### config.mk
export PLATFORM = sky130hd
export DESIGN_NAME = bounded_random_lcg48
export DESIGN_NICKNAME = d
export VERILOG_FILES = /design/src/rtl/blr_pkg.sv /design/src/rtl/blr_lcg.sv /design/src/rtl/blr_div.sv /design/src/rtl/bounded_random_lcg48.sv
export SDC_FILE = /design/constraint.sdc
export NUM_CORES = 1
export LEC_CHECK = 0
export ABC_AREA = 1
export BUFFER_PORTS_ARGS = -buffer_cell sky130_fd_sc_hd__buf_2
export CAP_MARGIN = 20
export CELL_PAD_IN_SITES_DETAIL_PLACEMENT = 0
export CELL_PAD_IN_SITES_GLOBAL_PLACEMENT = 1
export CORE_MARGIN = 2
export CORE_UTILIZATION = 42
export CTS_CLUSTER_DIAMETER = 50
export DETAILED_ROUTE_END_ITERATION = 10
export GPL_TIMING_DRIVEN = 0
export PLACE_DENSITY_LB_ADDON = 0.1
export SLEW_MARGIN = 20
export SYNTH_ARGS = -nofsm -noshare
export SYNTH_HDL_FRONTEND = slang
export SYNTH_SLANG_ARGS = --single-unit
### constraint.sdc
create_clock -name clk -period 4.3 [get_ports clk]
set_input_delay 1.075 -clock clk [delete_from_list [all_inputs] [get_ports clk]]
set_output_delay 1.075 -clock clk [all_outputs]
set_load 0.005 [all_outputs]
### src/rtl/blr_pkg.sv
// Shared constants and types for the bounded random generator.
`default_nettype none
package blr_pkg;

	// Generator step: state = state * LCG_MULT + LCG_ADD mod 2^48
	localparam int STATE_W   = 48;
	localparam int MULT_BITS = 35;
	localparam logic [MULT_BITS-1:0] LCG_MULT = 35'h5DEECE66D;
	localparam logic [STATE_W-1:0]   LCG_ADD  = 48'hB;
	localparam int MCNT_W    = $clog2(MULT_BITS);

	// Draw taken from the top bits of the new state
	localparam int DRAW_W    = 31;
	localparam int DRAW_LSB  = STATE_W - DRAW_W;
	localparam int DCNT_W    = $clog2(DRAW_W);

	// Bound and range widths
	localparam int BOUND_W   = 32;
	localparam int RANGE_W   = BOUND_W + 1;
	localparam logic [RANGE_W-1:0] DRAW_SPAN = RANGE_W'(64'h8000_0000);

	// Sequencer states
	typedef enum logic [2:0] {
		ST_IDLE,
		ST_LCG_GO,
		ST_LCG_WAIT,
		ST_DIV_GO,
		ST_DIV_WAIT,
		ST_CHECK,
		ST_DONE
	} blr_state_t;

endpackage
`default_nettype wire

### src/rtl/blr_lcg.sv
// Bit-serial 48-bit LCG step: one multiplier bit per cycle, shift and add.
`default_nettype none
module blr_lcg (
	input  wire logic                          clk,
	input  wire logic                          arst_n,
	input  wire logic                          load,
	input  wire logic [blr_pkg::STATE_W-1:0]   load_val,
	input  wire logic                          start,
	output logic [blr_pkg::STATE_W-1:0]        state,
	output logic                               done
);

	localparam logic [blr_pkg::MCNT_W-1:0] LAST = blr_pkg::MCNT_W'(blr_pkg::MULT_BITS - 1);

	logic [blr_pkg::STATE_W-1:0] state_q;
	logic [blr_pkg::STATE_W-1:0] acc_q;
	logic [blr_pkg::STATE_W-1:0] mcand_q;
	logic [blr_pkg::STATE_W-1:0] acc_sum;
	logic [blr_pkg::MCNT_W-1:0]  cnt_q;
	logic                        busy_q;

	// add the shifted multiplicand when this multiplier bit is set
	always_comb begin
		acc_sum = blr_pkg::LCG_MULT[cnt_q] ? acc_q + mcand_q : acc_q;
	end

	// control and generator state
	always_ff @(posedge clk or negedge arst_n) begin
		if (!arst_n) begin
			state_q <= '0;
			busy_q  <= 1'b0;
			cnt_q   <= '0;
		end else begin
			if (load) begin
				state_q <= load_val;
			end
			if (start) begin
				busy_q <= 1'b1;
				cnt_q  <= '0;
			end else if (busy_q) begin
				cnt_q <= cnt_q + blr_pkg::MCNT_W'(1);
				if (cnt_q == LAST) begin
					busy_q  <= 1'b0;
					state_q <= acc_sum;
				end
			end
		end
	end

	// accumulator and shifted multiplicand
	always_ff @(posedge clk) begin
		if (start) begin
			acc_q   <= blr_pkg::LCG_ADD;
			mcand_q <= state_q;
		end else if (busy_q) begin
			acc_q   <= acc_sum;
			mcand_q <= {mcand_q[blr_pkg::STATE_W-2:0], 1'b0};
		end
	end

	assign state = state_q;
	assign done  = busy_q && (cnt_q == LAST);

endmodule
`default_nettype wire

### src/rtl/blr_div.sv
// Restoring remainder unit: one dividend bit per cycle.
`default_nettype none
module blr_div (
	input  wire logic                          clk,
	input  wire logic                          arst_n,
	input  wire logic                          start,
	input  wire logic [blr_pkg::DRAW_W-1:0]    dividend,
	input  wire logic [blr_pkg::RANGE_W-1:0]   divisor,
	output logic [blr_pkg::RANGE_W-1:0]        rem,
	output logic                               done
);

	localparam logic [blr_pkg::DCNT_W-1:0] LAST = blr_pkg::DCNT_W'(blr_pkg::DRAW_W - 1);

	logic [blr_pkg::DRAW_W-1:0]  quo_q;
	logic [blr_pkg::RANGE_W-1:0] div_q;
	logic [blr_pkg::RANGE_W-1:0] rem_q;
	logic [blr_pkg::RANGE_W-1:0] rem_next;
	logic [blr_pkg::RANGE_W:0]   trial;
	logic [blr_pkg::RANGE_W:0]   diff;
	logic [blr_pkg::DCNT_W-1:0]  cnt_q;
	logic                        busy_q;

	// shift in next dividend bit, subtract when it fits
	always_comb begin
		trial    = {rem_q, quo_q[blr_pkg::DRAW_W-1]};
		diff     = trial - {1'b0, div_q};
		rem_next = (trial >= {1'b0, div_q}) ? diff[blr_pkg::RANGE_W-1:0]
		                                    : trial[blr_pkg::RANGE_W-1:0];
	end

	// control
	always_ff @(posedge clk or negedge arst_n) begin
		if (!arst_n) begin
			busy_q <= 1'b0;
			cnt_q  <= '0;
		end else if (start) begin
			busy_q <= 1'b1;
			cnt_q  <= '0;
		end else if (busy_q) begin
			cnt_q <= cnt_q + blr_pkg::DCNT_W'(1);
			if (cnt_q == LAST) begin
				busy_q <= 1'b0;
			end
		end
	end

	// datapath
	always_ff @(posedge clk) begin
		if (start) begin
			quo_q <= dividend;
			div_q <= divisor;
			rem_q <= '0;
		end else if (busy_q) begin
			quo_q <= {quo_q[blr_pkg::DRAW_W-2:0], 1'b0};
			rem_q <= rem_next;
		end
	end

	assign rem  = rem_q;
	assign done = busy_q && (cnt_q == LAST);

endmodule
`default_nettype wire

### src/rtl/bounded_random_lcg48.sv
// Bounded random generator: sequencer, LCG step unit, remainder unit, result register.
// Each draw runs the bit-serial 35-bit constant multiply of the LCG step, then the
// bit-serial 31-bit remainder, then the reject check.
// A valid item makes one draw, and one more each time a draw is rejected.
// Inverted bounds make no draw and go straight to the result.
// One item is worked on at a time; the next is taken while a result waits to be taken.
// Reset clears the generator state to zero (the seed reset value) and drops all valids.
`default_nettype none
module bounded_random_lcg48 (
	input  wire logic                          clk,
	input  wire logic                          arst_n,
	// seed write channel
	input  wire logic                          seed_valid,
	output logic                               seed_ready,
	input  wire logic [blr_pkg::STATE_W-1:0]   seed,
	// request channel
	input  wire logic                          req_valid,
	output logic                               req_stall,
	input  wire logic [blr_pkg::BOUND_W-1:0]   lower_bound,
	input  wire logic [blr_pkg::BOUND_W-1:0]   upper_bound,
	// response channel
	output logic                               rsp_valid,
	input  wire logic                          rsp_stall,
	output logic [blr_pkg::BOUND_W-1:0]        value,
	output logic                               bad_bounds
);

	blr_pkg::blr_state_t state_q, state_d;

	logic [blr_pkg::BOUND_W-1:0] lo_q;
	logic [blr_pkg::RANGE_W-1:0] range_q;
	logic [blr_pkg::BOUND_W-1:0] res_value_q;
	logic                        res_bad_q;
	logic                        out_valid_q;
	logic [blr_pkg::BOUND_W-1:0] out_value_q;
	logic                        out_bad_q;

	logic                        req_acc;
	logic                        seed_wr;
	logic                        lcg_start;
	logic                        lcg_done;
	logic [blr_pkg::STATE_W-1:0] gen_state;
	logic                        div_start;
	logic                        div_done;
	logic [blr_pkg::RANGE_W-1:0] rem;
	logic [blr_pkg::DRAW_W-1:0]  draw;
	logic [blr_pkg::DRAW_W-1:0]  draw_less_rem;
	logic [blr_pkg::BOUND_W-1:0] reject_lim;
	logic                        reject;
	logic                        out_free;

	assign seed_ready = (state_q == blr_pkg::ST_IDLE);
	assign seed_wr    = seed_valid && seed_ready;
	assign req_stall  = (state_q != blr_pkg::ST_IDLE);
	assign req_acc    = req_valid && !req_stall;
	assign out_free   = !out_valid_q || !rsp_stall;

	assign draw = gen_state[blr_pkg::STATE_W-1:blr_pkg::DRAW_LSB];

	// generator step unit
	blr_lcg u_lcg (
		.clk      (clk),
		.arst_n   (arst_n),
		.load     (seed_wr),
		.load_val (seed),
		.start    (lcg_start),
		.state    (gen_state),
		.done     (lcg_done)
	);

	// draw modulo range
	blr_div u_div (
		.clk      (clk),
		.arst_n   (arst_n),
		.start    (div_start),
		.dividend (draw),
		.divisor  (range_q),
		.rem      (rem),
		.done     (div_done)
	);

	// debias check: reject when draw - rem exceeds 2^31 - range, for range <= 2^31
	always_comb begin
		draw_less_rem = draw - rem[blr_pkg::DRAW_W-1:0];
		reject_lim    = blr_pkg::DRAW_SPAN[blr_pkg::BOUND_W-1:0]
		                - range_q[blr_pkg::BOUND_W-1:0];
		reject        = (range_q <= blr_pkg::DRAW_SPAN)
		                && ({1'b0, draw_less_rem} > reject_lim);
	end

	// next state and unit starts
	always_comb begin
		state_d   = state_q;
		lcg_start = 1'b0;
		div_start = 1'b0;
		case (state_q)
			blr_pkg::ST_IDLE: begin
				if (req_acc) begin
					state_d = (lower_bound > upper_bound) ? blr_pkg::ST_DONE
					                                       : blr_pkg::ST_LCG_GO;
				end
			end
			blr_pkg::ST_LCG_GO: begin
				lcg_start = 1'b1;
				state_d   = blr_pkg::ST_LCG_WAIT;
			end
			blr_pkg::ST_LCG_WAIT: begin
				if (lcg_done) begin
					state_d = blr_pkg::ST_DIV_GO;
				end
			end
			blr_pkg::ST_DIV_GO: begin
				div_start = 1'b1;
				state_d   = blr_pkg::ST_DIV_WAIT;
			end
			blr_pkg::ST_DIV_WAIT: begin
				if (div_done) begin
					state_d = blr_pkg::ST_CHECK;
				end
			end
			blr_pkg::ST_CHECK: begin
				state_d = reject ? blr_pkg::ST_LCG_GO : blr_pkg::ST_DONE;
			end
			blr_pkg::ST_DONE: begin
				if (out_free) begin
					state_d = blr_pkg::ST_IDLE;
				end
			end
			default: begin
				state_d = blr_pkg::ST_IDLE;
			end
		endcase
	end

	// state register
	always_ff @(posedge clk or negedge arst_n) begin
		if (!arst_n) begin
			state_q <= blr_pkg::ST_IDLE;
		end else begin
			state_q <= state_d;
		end
	end

	// request and result payload
	always_ff @(posedge clk) begin
		if (req_acc) begin
			lo_q        <= lower_bound;
			range_q     <= {1'b0, upper_bound} - {1'b0, lower_bound} + blr_pkg::RANGE_W'(1);
			res_value_q <= '0;
			res_bad_q   <= (lower_bound > upper_bound);
		end else if (state_q == blr_pkg::ST_CHECK && !reject) begin
			res_value_q <= lo_q + rem[blr_pkg::BOUND_W-1:0];
		end
	end

	// output register
	always_ff @(posedge clk or negedge arst_n) begin
		if (!arst_n) begin
			out_valid_q <= 1'b0;
		end else if (state_q == blr_pkg::ST_DONE && out_free) begin
			out_valid_q <= 1'b1;
		end else if (!rsp_stall) begin
			out_valid_q <= 1'b0;
		end
	end

	always_ff @(posedge clk) begin
		if (state_q == blr_pkg::ST_DONE && out_free) begin
			out_value_q <= res_value_q;
			out_bad_q   <= res_bad_q;
		end
	end

	assign rsp_valid  = out_valid_q;
	assign value      = out_value_q;
	assign bad_bounds = out_bad_q;

	// step unit finishes only while the sequencer waits for it
	a_lcg_done: assert property (@(posedge clk) disable iff (!arst_n)
		lcg_done |-> (state_q == blr_pkg::ST_LCG_WAIT))
		else $error("LCG step finished outside its wait state");

	// remainder unit finishes only while the sequencer waits for it
	a_div_done: assert property (@(posedge clk) disable iff (!arst_n)
		div_done |-> (state_q == blr_pkg::ST_DIV_WAIT))
		else $error("remainder finished outside its wait state");

	// remainder handed to the check is below the range
	a_rem_range: assert property (@(posedge clk) disable iff (!arst_n)
		(state_q == blr_pkg::ST_CHECK) |-> (rem < range_q))
		else $error("remainder not below range");

	// a bad-bounds result carries zero
	a_bad_zero: assert property (@(posedge clk) disable iff (!arst_n)
		(rsp_valid && bad_bounds) |-> (value == '0))
		else $error("bad-bounds result not zero");

endmodule
`default_nettype wire

==> Word level (Yosys, flattened, before mapping) <==
Memory sizes are Yosys's and may differ from the RTL's.
Index checks and enable logic that the tools add are counted.
{ "classes": {"addsub": 9, "n_lt_le_gt_ge": 5, "eq_ne": 13, "n_mux": 32, "reduce_logical": 17} }
{ "op_table": {"columns": ["cell", "n"], "rows": [
  ["$mux 48", 7],
  ["$mux 31", 2],
  ["$add 48x48->48", 1],
  ["$ge 34x33->1", 1],
  ["$add 33x1->33 const B", 1],
  ["$le 33x32->1 const B", 1],
  ["$mux 33", 1],
  ["$sub 32x32->33", 1],
  ["$sub 33x33->33", 1],
  ["$add 32x32->32", 1],
  ["$gt 31x32->1", 1],
  ["$gt 32x32->1", 1],
  ["$sub 32x32->32 const A", 1],
  ["$sub 31x31->31", 1],
  ["$pmux 3 s7", 1],
  ["$mux 3", 6],
  ["$mux 6", 2],
  ["$mux 1", 11],
  ["$mux 5", 2],
  ["$eq 3x3->1 const B", 3],
  ["$logic_and 1x1->1", 7],
  ["$lt 6x7->1 const B", 1],
  ["$add 6x1->6 const B", 1],
  ["$eq 3x2->1 const B", 2],
  ["12 further kinds", 19]
]} }
{ "word_totals": {"reg_bits": 389, "romBits": 64, "input_bits": 117, "output_inout_bits": 36, "elab_cells": 95, "mem_count": 1} }
{ "memory_table": {"columns": ["memory", "words", "word_bits", "read_ports", "rd_clocked_by_memory_dff", "write_ports", "line", "source"], "rows": [
  ["(no name shown)", 64, 1, 1, 0, 0, "blr_lcg.sv:24", "acc_sum = blr_pkg::LCG_MULT[cnt_q] ? acc_q + mcand_q : acc_q;"]
]} }

==> Depth between registers and ports, before layout <==
Gate-level depths: netlist of the first run.
{ "logic_depth": {"depth_word": 6, "depth_mapped": 27, "depth_no_buf": 26} }

==> By module <==
A second synthesis of the first run with hierarchy kept.
{ "unflattened": {"hier_cells": 4554, "area_unflattened_um2": 31061.0} }
{ "by_module_without_submodules": {"columns": ["module", "n_inst", "cells_each", "area_per_inst_um2"], "rows": [
  ["bounded_random_lcg48", 1, 1790, 13101.3],
  ["blr_lcg", 1, 1773, 11118.2],
  ["blr_div", 1, 991, 6841.6]
]} }

==> Worst setup path before layout of the first run <==
OpenSTA, ideal clock, no wires.
{ "synth_path": {"kind": "input to register", "from": "input req_valid", "to": "register res_value_q[10] in the netlist's numbering", "setup_time_ns": 0.115, "t_arrival_ns": 4.725, "slack_ns": -0.540, "cell_stages": 6, "path_buffers": 1, "cell_sequence": "inv_1 -> nor2_1 -> inv_1 -> buf_1 -> nand2_1 -> nor2_1"} }
{ "synth_between": {"elab_chain_cells": 1} }
{ "synth_lines": {"columns": ["element", "line", "source"], "rows": [
  ["start, declared", "bounded_random_lcg48.sv:17", "input wire logic req_valid,"],
  ["$logic_and 1x1->1", "bounded_random_lcg48.sv:55", "assign req_acc = req_valid && !req_stall;"],
  ["via req_acc", "bounded_random_lcg48.sv:38", "logic req_acc;"],
  ["end signal, assigned", "bounded_random_lcg48.sv:152", "res_value_q <= lo_q + rem[blr_pkg::BOUND_W-1:0];"],
  ["end, declared", "bounded_random_lcg48.sv:32", "logic [blr_pkg::BOUND_W-1:0] res_value_q;"]
]} }
The timed path passes the listed nets, and every way through them passes these cells.
A chain may end at the register's enable or synchronous reset.

==> Worst setup path in the final report of the first run <==
{ "layout_path": {"from": "register u_div.rem_q (netlist bit u_div.rem[13])", "to": "register res_value_q[20] in the netlist's numbering"} }
{ "layout_between": {"elab_chain_cells": 5, "word_cells_on_any_way": 6, "classes_between": "2 x add/sub; 1 x order compare; 3 x reduce/logical"} }
{ "layout_lines": {"columns": ["element", "line", "source"], "rows": [
  ["start, declared", "blr_div.sv:17", "logic [blr_pkg::RANGE_W-1:0] rem_q;"],
  ["start signal, assigned", "blr_div.sv:56", "rem_q <= rem_next;"],
  ["$sub 31x31->31", "bounded_random_lcg48.sv:84", "draw_less_rem = draw - rem[blr_pkg::DRAW_W-1:0];"],
  ["$gt 31x32->1", "bounded_random_lcg48.sv:88", "&& ({1'b0, draw_less_rem} > reject_lim);"],
  ["$logic_and 1x1->1", "bounded_random_lcg48.sv:88", null],
  ["$logic_not 1->1", "bounded_random_lcg48.sv:151", "end else if (state_q == blr_pkg::ST_CHECK && !reject) begin"],
  ["$logic_and 1x1->1", "bounded_random_lcg48.sv:151", null]
]} }
Several ways; a longest one is shown, not always the timed one.

==> results.cfg, run 1 <==
[outcome]
status = completed

[place]
dp_hpwl_mm = 86.2
dp.cells = 4997
gp_congestion = 0.985
portBuffers = 152

[setup_path]
required_ns = 4.78
crit_top_cell = nand2_1
worstPathMaxFanout = 10
cp-start-kind = flop
crit_family = simple AND/OR/NAND/NOR gates
worstPathCellList = inv_1 > ha_1 > a21oi_1 > o21ai_0 > a21oi_1 > nand3_2 > a21oi_4 > o21ai_2 > nand2_1 > nand2_1 > nand2_1 > nand2_1 > ha_1 > and3_1 > nand4_1 > nor2_1 > nor2_2 > nand2_2 > buf_8 > buf_6 > a21oi_1 > nor2_1
arrival_ns = 4.62
worstSetupPathType = flop to flop
max_stage_delay_ns = 0.47
critPathBufInv = 3
critPathSlowestCell = dfxtp_1
end_kind = flop

[synth]
syn_area_um2 = 28900
syn_nets = 4352
yosysSeqAreaShare_pct = 35.4
syn_inst = 3956
synth_cell_types = 50
synth_top_area_share_pct = 21.9
yosys.area.top_type = edfxtp_1
synth_edf_count = 211
synth_area_leaders = edfxtp_1 22%, nand2_1 15%, ha_1 12%
syn_area_per_cell_um2 = 7.30
synthArstFlopShare_pct = 16.7
synth-seq-cells = 389
synthFlopType = edfxtp_1
yosysWarnings = 0

[sta]
period_share_pct = 96.3
finalMaxSlewViolations = 0
max_freq_ghz = 0.242
finalHoldViolations = 0
finClkSkew_ns = 0.0218
whs_ns = 0.416
max_slew_margin_pct = 25.8
tightest_slew_ns = 1.11
final-setup-viol-count = 0
min_period_ns = 4.14

[drt]
totalWireLength_mm = 104
dr_total_vias = 27300
detail-route-antenna-nets = 0
dr.pass1.iters = 6
drt_first_iter_violations = 2509
wire_per_inst_um = 20.3
drc = 0
viasPerCell = 5.32

[floorplan]
core_area_um2 = 68300
start_util_pct = 42.3
die_w_um = 266
die-area_um2 = 70900
fp.dieH_um = 266
rows = 96
design.portCount = 153

[power_and_ir_drop]
pwr_density_cell_nw_per_um2 = 974
power.total_w = 0.0327
p_leak_nw = 16.2
max-vdd-ir-drop_uv = 478

[grt]
grt_use_total_pct = 29.1
grt_pass1_vias = 24900
antenna_found_initial = 7
grt_start_max_net_pins = 44
grt_pass1_wl_mm = 154
grt_overflow = 0

[layout]
layout_commonest_cell = nand2_1
fin_cells = 5132
layout_common_cells = 1126 x nand2_1, 518 x inv_1, 304 x nor2_1
syn_to_final_growth_pct = 16.1
nets = 4592
utilization_pct = 49.1
drive_gt1_share_pct = 9.46

[cts]
cts_tree = built
clock-sinks = 389
clock_latency_ns = 0.60
cts_buffers = 69
path_clk_slew_ns = 0.05
holdBufCountCts = 0
h-tree-depth = 3
root_buffer = clkbuf_16
clockBufferDepth = 3

[worst_hold_path]
hp-class = flop to flop

[run]
maxCapViolations = 0
-- cells by family after synthesis --
logic type      Yosys count  synth area share, %
compound gates          707                 13.5
xor+xnor                144                 4.37
fa+ha+maj               279                 12.2
buf+inv                 607                 8.11
flops                   389                 35.4
mux                       3                0.104
simple gates           1827                 26.3
-- metrics by stage --
stage               worst slack (ns)  setup TNS, ns  cell area [um^2]
detailed placement            -0.714         -22.47             30900
global placement              -0.810         -72.00             30800
floorplan                      0.616              0             28900
finish                         0.161              0             33500
CTS                           0.0400              0             33400
global route                 -0.0136        -0.0461             33500
-- flip-flops by register name (all words and copies together), names as in the netlist, 3 cells and up --
| register | flops |
|---|---|
| lo_q | 32 |
| range_q | 33 |
| res_value_q | 32 |
| state_q | 3 |
| u_div.cnt_q | 5 |
| u_div.div_q | 33 |
| u_div.quo_q | 31 |
| u_div.rem | 33 |
| u_lcg.acc_q | 48 |
| u_lcg.cnt_q | 6 |
| u_lcg.mcand_q | 48 |
| u_lcg.state | 48 |
| value | 32 |
-- cells in the mapped netlist, types with 44 or more instances --
| cell | number |
|---|---|
| nor2_1 | 309 |
| xor2_1 | 88 |
| ha_1 | 274 |
| a21oi_1 | 289 |
| clkbuf_1 | 58 |
| dfxtp_1 | 113 |
| nor3_1 | 59 |
| nand3_1 | 206 |
| o21ai_0 | 260 |
| inv_1 | 519 |
| xnor2_1 | 56 |
| edfxtp_1 | 211 |
| nand2_1 | 1129 |
| nand4_1 | 44 |
| dfrtp_1 | 65 |
-- where the power goes --
group / total [W] / internal (W) / switching (W)
registers: 0.00714 / 0.00579 / 0.00135
logic: 0.0199 / 0.00657 / 0.0133
clock network: 0.00561 / 0.00349 / 0.00212
-- layer usage --
metal  track usage, %  wire, um
met5                0        35
met4             6.76      1960
met3             7.88      9690
met2             38.9     40100
met1             45.5     52200
-- layout make-up --
cell class	instances	area [um^2]
Antenna cell	1	2.50
Buffer	82	397
Clock buffer	84	1930
Clock inverter	40	418
Fill cell	6995	34800
Inverter	525	1970
Multi-Input combinational cell	2960	16500
Sequential cell	389	10200
Tap cell	882	1100
Timing Repair Buffer	169	1000
-- timing repair --
item | in CTS | in global routing
setup endpoints to repair | 35 | 34
pin swaps | 5 | 8
buffers inserted | 4 | 4
hold endpoints to repair | 0 | 0
gates resized for setup | 22 | 26
cloned | 1 | 0
-- worst register-to-register path, cell delays in order, from the launching register on --
cell	delay [ns]
dfxtp_1	0.47
inv_1	0.11
ha_1	0.35
a21oi_1	0.24
o21ai_0	0.15
a21oi_1	0.26
nand3_2	0.23
a21oi_4	0.23
o21ai_2	0.10
nand2_1	0.10
nand2_1	0.06
nand2_1	0.05
nand2_1	0.09
ha_1	0.34
and3_1	0.21
nand4_1	0.09
nor2_1	0.05
nor2_2	0.27
nand2_2	0.14
buf_8	0.17
buf_6	0.14
a21oi_1	0.13
nor2_1	0.06
-- worst paths after layout --
kind / from / to / slack [ns] / depth (start not counted)
min in group asynchronous: arst_n / u_lcg.state[45] / 0.43 / 1
hold reg to reg: res_bad_q / bad_bounds / 0.42 / 0
hold / removal: res_bad_q / bad_bounds / 0.42 / 0
setup / recovery: u_div.rem[13] / res_value_q[20] / 0.16 / 22
setup reg to reg: u_div.rem[13] / res_value_q[20] / 0.16 / 22
max in group asynchronous: arst_n / u_lcg.state[47] / 3.23 / 2
Note: power is estimated with default switching activity, not from simulation.
==> inputs of run 2 (changes only) <==
Settings changed: MAX_ROUTING_LAYER set to met4.
==> results.cfg, run 2 (same netlist as run 1, synthesis figures left out) <==
[place]
dp.cells = 4997
portBuffers = 152
dp_hpwl_mm = 86.5
place_ws_ns = -0.865
gp_congestion = 1.02

[sta]
max_slew_margin_pct = 26.3
period_share_pct = 96.1
finalMaxSlewViolations = 0
rsz0062_at_grt = yes
finalHoldViolations = 0
final-setup-viol-count = 0
min_period_ns = 4.13
tightest_slew_ns = 1.09
finClkSkew_ns = 0.0190
whs_ns = 0.408
tns_ns = 0
layout_setup_ws_ns = 0.169
max_freq_ghz = 0.242

[setup_path]
cp-start-kind = flop
max_stage_delay_ns = 0.46
end_kind = flop
worstPathMaxFanout = 10
critPathSlowestCell = dfrtp_1
r2r_end = res_value_q[13]
worstSetupPathType = flop to flop
timing.rr.start = u_lcg.state[36]
required_ns = 4.82
r2r_cells = 21
critPathBufInv = 2
rrSetupSlack_ns = 0.17
crit_top_cell = nand2_1
worstPathCellList = ha_1 > a21oi_1 > o21ai_0 > a21oi_1 > nand3_2 > a21oi_4 > o21ai_2 > nand2_1 > nand2_1 > nand2_1 > nand2_1 > ha_1 > and3_1 > nand4_1 > nor2_1 > nor2_2 > nand2_2 > buf_2 > buf_6 > a21oi_1 > nor2_1
arrival_ns = 4.65
crit_family = simple AND/OR/NAND/NOR gates

[drt]
detail-route-antenna-nets = 0
dr_total_vias = 27300
wire_per_inst_um = 20.4
viasPerCell = 5.33
drt_first_iter_violations = 2554
drc = 0
dr.pass1.iters = 5
totalWireLength_mm = 104

[cts]
path_clk_slew_ns = 0.06
root_buffer = clkbuf_16
clockBufferDepth = 3
h-tree-depth = 2
clock_latency_ns = 0.63
cts_buffers = 61
clock-sinks = 389
cts_tree = built

[power_and_ir_drop]
power.internal_w = 0.0154
switching_share_pct = 52.1
combinationalPowerShare_pct = 62.1
max-vdd-ir-drop_uv = 451
netSwitchingPower_w = 0.0168
pwr_density_cell_nw_per_um2 = 967
p_leak_nw = 16.1
clockPowerShare_pct = 15.6
p_seq_share_pct = 22.3

[layout]
fillers = 7030
layout_common_cells = 1125 x nand2_1, 518 x inv_1, 304 x nor2_1
layout_commonest_cell = nand2_1
utilization_pct = 48.8
drive_gt1_share_pct = 9.69
syn_to_final_growth_pct = 15.5
nets = 4588
fin_cells = 5125

[floorplan]
rows = 96
die_w_um = 266
die-area_um2 = 70900
core_area_um2 = 68300
fp.dieH_um = 266
design.portCount = 153
start_util_pct = 42.3

[grt]
grt_use_total_pct = 29.8
grt_pass1_vias = 25100
grt_start_max_net_pins = 44
grt_pass1_wl_mm = 155
antenna_found_initial = 1
grt_overflow = 0

[worst_hold_path]
hp-class = input port to asynchronous set/reset pin

[outcome]
status = completed

[run]
maxCapViolations = 0
run 2: cell count changes in the layout (fill, tap and decap cells not counted), sizes merged:
cell / delta
inv: +2
clkinvlp: +1
buf: +5
clkbuf: -16
clkinv: +1
run 2: through the flow:
stage,power [W],area [um^2]
after floorplan,0.0199,28900
after global placement,0.0261,30800
after detailed placement,0.0263,30900
after CTS,0.0317,33100
after global routing,0.0350,33400
final,0.0323,33400
run 2: per-layer routing:
layer | track usage, % | wire length (um)
met4 | 4.69 | 1480
met3 | 4.92 | 8350
met1 | 46.6 | 53600
met5 | - | 0
met2 | 40.3 | 41000
run 2: area by class of cell:
| cell class | count | area (um^2) | share of cell area, % |
|---|---|---|---|
| multi-input cells | 2960 | 16500 | 49.6 |
| flip-flops and latches | 389 | 10200 | 30.7 |
| plain buffers | 82 | 388 | 1.16 |
| diodes | 1 | 2.50 | 0.00750 |
| clock buffers | 69 | 1600 | 4.79 |
| well taps | 882 | 1100 | 3.31 |
| repair buffers | 173 | 1040 | 3.11 |
| clock inverters | 44 | 478 | 1.43 |
| inverters | 525 | 1970 | 5.92 |
run 2: worst max path at each step:
stage	from	to	slack, ns	cells after the start
floorplan	u_lcg.state[17]	res_value_q[10]	0.62	24
global placement	u_lcg.state[17]	res_value_q[3]	-0.87	25
detailed placement	u_lcg.state[17]	res_value_q[3]	-0.86	25
CTS	u_div.rem[15]	res_value_q[3]	0.02	24
global route	u_lcg.state[36]	res_value_q[4]	-0.02	23
finish	u_lcg.state[36]	res_value_q[13]	0.17	21
run 2: power by group through the flow:
| stage | Sequential [W] | Combinational, W | Clock, W |
|---|---|---|---|
| final | 0.00718 | 0.0200 | 0.00504 |
| after global routing | 0.00732 | 0.0224 | 0.00525 |
| after CTS | 0.00715 | 0.0194 | 0.00512 |
| after detailed placement | 0.00721 | 0.0191 | 0 |
| after global placement | 0.00725 | 0.0189 | 0 |
| after floorplan | 0.00656 | 0.0133 | 0 |
run 2: worst register-to-register path: stages, from the launching register on:
cell and delay (ns):
dfrtp_1 0.46, ha_1 0.42, a21oi_1 0.25, o21ai_0 0.17, a21oi_1 0.24, nand3_2 0.22, a21oi_4 0.24, o21ai_2 0.10
nand2_1 0.10, nand2_1 0.05, nand2_1 0.05, nand2_1 0.11, ha_1 0.35, and3_1 0.21, nand4_1 0.09, nor2_1 0.06
nor2_2 0.25, nand2_2 0.13, buf_2 0.18, buf_6 0.15, a21oi_1 0.13, nor2_1 0.06
run 2: what timing repair did:
item	4_1_cts	5_1_grt
hold buffers	0	0
setup endpoints to repair	35	34
buffers inserted	5	8
resized for setup	22	39
pin swaps	5	12
gates cloned	0	1
